--- config.mk ---
export PLATFORM = sky130hd
export DESIGN_NAME = trhm_rsp_fifo_flat
export DESIGN_NICKNAME = d
export VERILOG_FILES = /design/src/hw/rtl/assert_macros.svh /design/src/hw/rtl/trhm_pkg.sv /design/src/hw/rtl/trhm_if.sv /design/src/hw/rtl/trhm_rsp_fifo.sv /design/src/flat_wrapper.sv
export SDC_FILE = /design/constraint.sdc
export NUM_CORES = 1
export LEC_CHECK = 0
export BUFFER_PORTS_ARGS = -buffer_cell sky130_fd_sc_hd__buf_4
export CAP_MARGIN = 20
export CORE_MARGIN = 2
export CORE_UTILIZATION = 50
export CTS_CLUSTER_DIAMETER = 150
export DETAILED_ROUTE_END_ITERATION = 12
export GPL_ROUTABILITY_DRIVEN = 1
export PLACE_DENSITY = 0.68
export SETUP_SLACK_MARGIN = 0.2
export SLEW_MARGIN = 40
export SYNTH_ARGS = -nofsm -noshare
export SYNTH_HDL_FRONTEND = slang
export SYNTH_SLANG_ARGS = --single-unit
--- constraint.sdc ---
create_clock -name clock -period 10.6 [get_ports clock]
set_input_delay 2.12 -clock clock [delete_from_list [all_inputs] [get_ports clock]]
set_output_delay 2.12 -clock clock [all_outputs]
set_load 0.01 [all_outputs]
--- src/hw/rtl/assert_macros.svh ---
// ============================================================================
// Assertion macros
// Shared concurrent assertion wrappers for the RTL of the hash matcher.
// ============================================================================
`ifndef ASSERT_MACROS_SVH
`define ASSERT_MACROS_SVH

`ifndef ASSERT_OFF

// Property checked at every rising clock edge outside reset.
`define ASSERT_CLK(label, clk, rst, prop) \
   label: assert property (@(posedge clk) disable iff (rst) prop) \
      else $error("assertion failed");

// Condition that must never be true outside reset.
`define ASSERT_NEVER(label, clk, rst, cond) \
   label: assert property (@(posedge clk) disable iff (rst) !(cond)) \
      else $error("forbidden condition seen");

`else

`define ASSERT_CLK(label, clk, rst, prop)
`define ASSERT_NEVER(label, clk, rst, cond)

`endif

`endif

--- src/hw/rtl/trhm_pkg.sv ---
// ============================================================================
// Token rolling hash matcher package
// Widths, character codes, register indexes and the response record.
// ============================================================================
`default_nettype none

package trhm_pkg;

   localparam int HASH_W    = 64;
   localparam int CODE_W    = 8;
   localparam int WL_W      = 7;
   localparam int COUNT_W   = 32;
   localparam int CSR_IDX_W = 2;

   localparam int DEF_MAX_WINDOW = 64;
   localparam int DEF_RSP_DEPTH  = 8;

   typedef logic [HASH_W-1:0]  hash_type;
   typedef logic [CODE_W-1:0]  code_type;
   typedef logic [COUNT_W-1:0] count_type;

   localparam hash_type HASH_BASE   = hash_type'(31);
   localparam code_type CLOSE_CODE  = 8'h29;
   localparam code_type UPPER_FIRST = 8'h41;
   localparam code_type UPPER_LAST  = 8'h5A;

   localparam logic [WL_W-1:0] DEF_WINDOW_LENGTH = 7'd1;
   localparam hash_type        DEF_PATTERN_HASH  = hash_type'(0);
   localparam hash_type        DEF_SEED_POWER    = hash_type'(31);

   typedef enum logic [CSR_IDX_W-1:0] {
      CSR_WINDOW_LENGTH = 2'd0,
      CSR_PATTERN_HASH  = 2'd1,
      CSR_SEED_POWER    = 2'd2
   } csr_index_type;

   typedef struct packed {
      logic      token_done;
      logic      match;
      count_type match_count;
   } rsp_payload_type;

endpackage

`default_nettype wire

--- src/hw/rtl/trhm_if.sv ---
// ============================================================================
// Token rolling hash matcher channels
// Valid/ready interfaces for text input, responses and register writes.
// ============================================================================
`default_nettype none


interface trhm_rsp_if import trhm_pkg::*; ();
   logic                valid;
   logic                ready;
   logic                token_done;
   logic                match;
   logic [COUNT_W-1:0]  match_count;

   modport source (output valid, token_done, match, match_count, input ready);
   modport sink   (input valid, token_done, match, match_count, output ready);
endinterface


`default_nettype wire

--- src/hw/rtl/trhm_rsp_fifo.sv ---
// ============================================================================
// Response queue
// Small register queue that holds finished responses until they transfer.
// ============================================================================
`default_nettype none

module trhm_rsp_fifo import trhm_pkg::*; #(
   parameter int DEPTH = DEF_RSP_DEPTH
) (
   input  logic               clock,
   input  logic               reset,
   input  logic               push,
   input  rsp_payload_type    push_data,
   trhm_rsp_if.source         rsp_ch
);

   localparam int AW    = (DEPTH > 1) ? $clog2(DEPTH) : 1;
   localparam int LVL_W = $clog2(DEPTH + 1);

   rsp_payload_type   q_mem [DEPTH];
   logic [AW-1:0]     wr_ptr_ff, wr_ptr_in;
   logic [AW-1:0]     rd_ptr_ff, rd_ptr_in;
   logic [LVL_W-1:0]  level_ff, level_in;
   logic              pop;
   rsp_payload_type   head;

   assign pop  = rsp_ch.valid && rsp_ch.ready;
   assign head = q_mem[rd_ptr_ff];

   assign rsp_ch.valid       = (level_ff != '0);
   assign rsp_ch.token_done  = head.token_done;
   assign rsp_ch.match       = head.match;
   assign rsp_ch.match_count = head.match_count;

   always_comb begin
      wr_ptr_in = wr_ptr_ff;
      rd_ptr_in = rd_ptr_ff;
      level_in  = level_ff;
      if (push) begin
         wr_ptr_in = (LVL_W'(wr_ptr_ff) == LVL_W'(DEPTH - 1)) ? '0 : wr_ptr_ff + AW'(1);
      end
      if (pop) begin
         rd_ptr_in = (LVL_W'(rd_ptr_ff) == LVL_W'(DEPTH - 1)) ? '0 : rd_ptr_ff + AW'(1);
      end
      if (push && !pop) begin
         level_in = level_ff + LVL_W'(1);
      end else if (pop && !push) begin
         level_in = level_ff - LVL_W'(1);
      end
   end

   always_ff @(posedge clock) begin
      if (reset) begin
         wr_ptr_ff <= '0;
         rd_ptr_ff <= '0;
         level_ff  <= '0;
      end else begin
         wr_ptr_ff <= wr_ptr_in;
         rd_ptr_ff <= rd_ptr_in;
         level_ff  <= level_in;
      end
   end

   always_ff @(posedge clock) begin
      if (push) begin
         q_mem[wr_ptr_ff] <= push_data;
      end
   end

endmodule

`default_nettype wire

--- src/flat_wrapper.sv ---
// flat-port wrapper written by rule: the top's interface ports become plain ports
module trhm_rsp_fifo_flat import trhm_pkg::*;
#(
   parameter int DEPTH = DEF_RSP_DEPTH
)
  (clock, reset, push, push_data, rsp_ch_valid, rsp_ch_token_done, rsp_ch_match, rsp_ch_match_count, rsp_ch_ready);
  trhm_rsp_if rsp_ch_i ();
  input  logic clock;
  input  logic reset;
  input  logic push;
  input  rsp_payload_type push_data;
  output wire logic [$bits(rsp_ch_i.valid)-1:0] rsp_ch_valid;
  output wire logic [$bits(rsp_ch_i.token_done)-1:0] rsp_ch_token_done;
  output wire logic [$bits(rsp_ch_i.match)-1:0] rsp_ch_match;
  output wire logic [$bits(rsp_ch_i.match_count)-1:0] rsp_ch_match_count;
  input wire logic [$bits(rsp_ch_i.ready)-1:0] rsp_ch_ready;
  assign rsp_ch_valid = rsp_ch_i.valid;
  assign rsp_ch_token_done = rsp_ch_i.token_done;
  assign rsp_ch_match = rsp_ch_i.match;
  assign rsp_ch_match_count = rsp_ch_i.match_count;
  assign rsp_ch_i.ready = rsp_ch_ready;
  trhm_rsp_fifo #(.DEPTH(DEPTH)) u_core (.clock(clock), .reset(reset), .push(push), .push_data(push_data), .rsp_ch(rsp_ch_i));
endmodule
Word level (Yosys, flattened, before mapping)
Memories as Yosys holds them, arrays and structs flattened. A register that Yosys moved wholly into a read port is not among the register bits. Cells that the tools add are included.

Add/subtract/negate cells: 4. Reduce and logical (&&, ||, !) cells: 7. Multiplexer cells: 8. Equal/unequal tests: 2.

Operator list (count): 3-bit two-way mux (4); 4-bit two-way mux (2); 3-bit by 1-bit adder with 3-bit output (second input constant) (2); 3-bit equality test (second input constant) (2); 4-bit by 1-bit adder with 4-bit output (second input constant) (1); 4-bit nonzero test (1); 4-bit by 1-bit subtractor with 4-bit output (second input constant) (1); 1-bit logical AND (3); 1-bit zero test (2); 1-bit two-way mux (2); 2-bit nonzero test (1).

Bits in writable memories: 272. Memories: 1. Bits in registers: 10.

Memories: u_core.q_mem (words 8, width 34, read ports 1, clocked after memory_dff 1, write ports 1, RTL line trhm_rsp_fifo.sv:20) `rsp_payload_type q_mem [DEPTH];`.

Longest topological paths before layout
Word-level depth: 5. Gate-level depth with buffers: 9. Mapped depth without buffers: 9.

Worst setup path after synthesis
Ideal clock, no wire load.

Path kind: input -> register. Start point: in push. End point: mem u_core.q_mem[0][0] in the netlist's numbering (enable). Buffers on the path: 0. Data arrival time: 4.554 ns. Path slack: 5.578 ns. Stages on the path: 2. Path through: nand2b_1 -> nor3_1.

Longest elaborated chain between the ends: 2.

RTL lines: start, declared (RTL line flat_wrapper.sv:10) `input logic push;`; 1-bit two-way mux (RTL line trhm_rsp_fifo.sv:65) `if (push) begin`; 1-bit two-way mux (not written as such) (RTL line trhm_rsp_fifo.sv:66) `q_mem[wr_ptr_ff] <= push_data;`; end, declared (RTL line trhm_rsp_fifo.sv:20).

Every way passes these cells.

==> reports/metrics.yaml <==
routing:
  vias_per_cell: 5.67
  wl_um: 19400
  drtPass1Iterations: 4
  drtIter0Drc: 359
  routedWlPerCell_um: 22.4
  ant_nets: 0
  route.detailed.drc: 0
  vias: 4896
timing:
  tns_ns: 0
  fmax_mhz: 204
  setup_ws_ns: 5.70
  finalSetupViolCount: 0
  skew_ns: 0.0109
  rsz0062_at_grt: "no"
  layout_min_cycle_time_ns: 4.90
  slew_headroom: 0.504
  slew_violations: 0
  hold_ws_ns: 0.475
  hold_viol: 0
  fin_crit_sh: 0.462
  worstMarginPinSlew_ns: 0.745
floorplan:
  num_io_pins: 73
  core_um2: 21700
  initial_utilization: 0.506
  die_width_um: 152
  die_h_um: 152
  dieArea_um2: 23200
  rows: 54
setup_path:
  path_buf_inv: 2
  endpoint_kind: "output port"
  crit_type: "flip-flop to output port"
  crit_slowest_cell: "mux4_1"
  cpPeakStageDelay_ns: 0.64
  arrival_ns: 2.78
  critPathMaxFanout: 56
  crit_path_start_kind: "flip-flop"
  crit_chain: "clkbuf_8, mux4_1, mux2_4, buf_4"
  cp_top_family: "multiplexers"
  crit_required_ns: 8.48
cts:
  cts-resized-gates: 0
  h-tree-depth: 1
  numCtsBuffers: 29
  root_buffer: "clkbuf_16"
  clk_latency_ns: 0.53
  hold_buffers: 0
  cts_num_sinks: 285
  tritoncts: "yes"
  post_cts_buffers: 0
  clk_pin_slew_ns: 0.06
  clockBufferDepth: 3
logic_synthesis:
  netlist_instances: 466
  synth_area_per_cell_um2: 23.6
  synthFlopType: "edfxtp_1"
  synth_edf_count: 272
  synth_fp_nets: 512
  synth_cell_types: 31
  synth_seq_area_share: 0.768
  async_flop_share: 0
  syn-cell-area_um2: 11000
  synth_seq_cells: 285
  yosys_warnings: 0
finish:
  drive_above_1_share: 0.406
  nets: 607
  diodes: 0
  num-fill-cells: 1517
  synthToLayoutAreaGrowth_pct: 17.5
job:
  maxCapViolCount: 0
global_route:
  grt_use_total: 0.167
  antenna_found_initial: 0
  grt_pass1_vias: 5290
  grt-ovfl-total: 0
  grt_pass1_wl_um: 29800
  grt_max_degree: 57
placement:
  place_congestion: 0.686
  place.detailed.hpwl_um: 10800
  portBuffers: 72
  dp_slack_ns: 6.13
run_status:
  status: "complete, no violations"
pwr:
  power_density_nw_per_um2: 217
  p_leak_uw: 0.00425
  ir_drop_v: 0.000123
worst_hold_path:
  hold_class: "flip-flop to flip-flop"
worst min-delay path: stages (launching register included):
cell and delay, ns:
dfxtp_1 0.31, nand2_1 0.05, a21oi_1 0.06
worst paths after layout:
check | start | to | slack [ns] | cells after the start
worst max-delay path | flip-flop | rsp_ch_match_count[29] | 5.70 | 4
worst min-delay path | u_core.rd_ptr_ff[1]$_SDFFE_PP0P_ | flip-flop | 0.48 | 2
worst max register to register | u_core.level_ff[0]$_SDFFE_PP0P_ | u_core.level_ff[3]$_SDFFE_PP0P_ | 7.84 | 9
worst min register to register | u_core.rd_ptr_ff[1]$_SDFFE_PP0P_ | flip-flop | 0.48 | 2
power breakdown:
group	switching, uW	total [uW]	internal (uW)
Clock	404	1030	625
Sequential	26.3	1300	1270
Combinational	205	475	269
cell usage after synthesis, types with 2 or more instances:
cell type  instances  area (um2)
dfxtp_1           13         260
mux2i_1            3        30.0
nand3_1            2        10.0
buf_2              7        35.0
nor3_1             2        10.0
clkbuf_1          10        37.5
mux4_1             9         236
nand2b_1           4        25.0
buf_12             3        60.1
mux4_2            59        1330
edfxtp_1         272        8170
nor2_1            15        56.3
a21oi_1            6        30.0
mux2_4            20         300
mux2_2            14         158
nand2_1            6        22.5
ha_1               7        87.6
state kept, by name, summed over array words and instances, names as in the netlist, named ones only:
signal / flops
u_core.level_ff: 4
u_core.q_mem: 272
u_core.rd_ptr_ff: 3
u_core.wr_ptr_ff: 3
cells in the final DEF, fill, tap and decap left out, drive strengths merged, types with 2 or more instances in the layout:
| master | count |
|---|---|
| nand2 | 6 |
| nand2b | 4 |
| dfxtp | 13 |
| edfxtp | 272 |
| a21oi | 6 |
| buf | 85 |
| mux2 | 35 |
| bufinv | 5 |
| nor3 | 2 |
| mux2i | 3 |
| mux4 | 68 |
| nor2 | 15 |
| ha | 7 |
| nand3 | 2 |
| clkinv | 14 |
| clkbuf | 33 |
| inv | 3 |
metal layers:
layer,track usage,vias up,share of wire
met1,0.227,2572,0.42
met2,0.288,138,0.51
met5,0,-,0
met4,0.0347,0,0.012
met3,0.0296,23,0.053
li1,-,2163,-
area by class of cell:
| type | instances | area, um2 | area share |
|---|---|---|---|
| inverter | 1 | 3.75 | 0.000291 |
| multi-input combinational | 158 | 2450 | 0.190 |
| clock inverter | 22 | 246 | 0.0191 |
| clock buffer | 32 | 737 | 0.0571 |
| sequential | 285 | 8440 | 0.654 |
| tap | 280 | 350 | 0.0272 |
| timing repair buffer | 86 | 677 | 0.0525 |
stage by stage:
stage | power, uW | util | area, um2 | instances
after global routing | 2910 | 0.595 | 12900 | 864
after CTS | 2830 | 0.595 | 12900 | 864
after detailed placement | 1800 | 0.549 | 11900 | 810
after floorplan | 1660 | - | 11000 | 466
final | 2800 | 0.595 | 12900 | 864
after global placement | 1780 | 0.547 | 11900 | 808
cell families after synthesis:
group,Yosys count,synth area share
compound gates,8,0.00399
xor+xnor,2,0.00160
fa+ha+maj,8,0.00980
buf+inv,23,0.0141
flops,285,0.768
mux,106,0.188
simple gates,34,0.0146
Note: power is estimated with default switching activity, not from simulation.
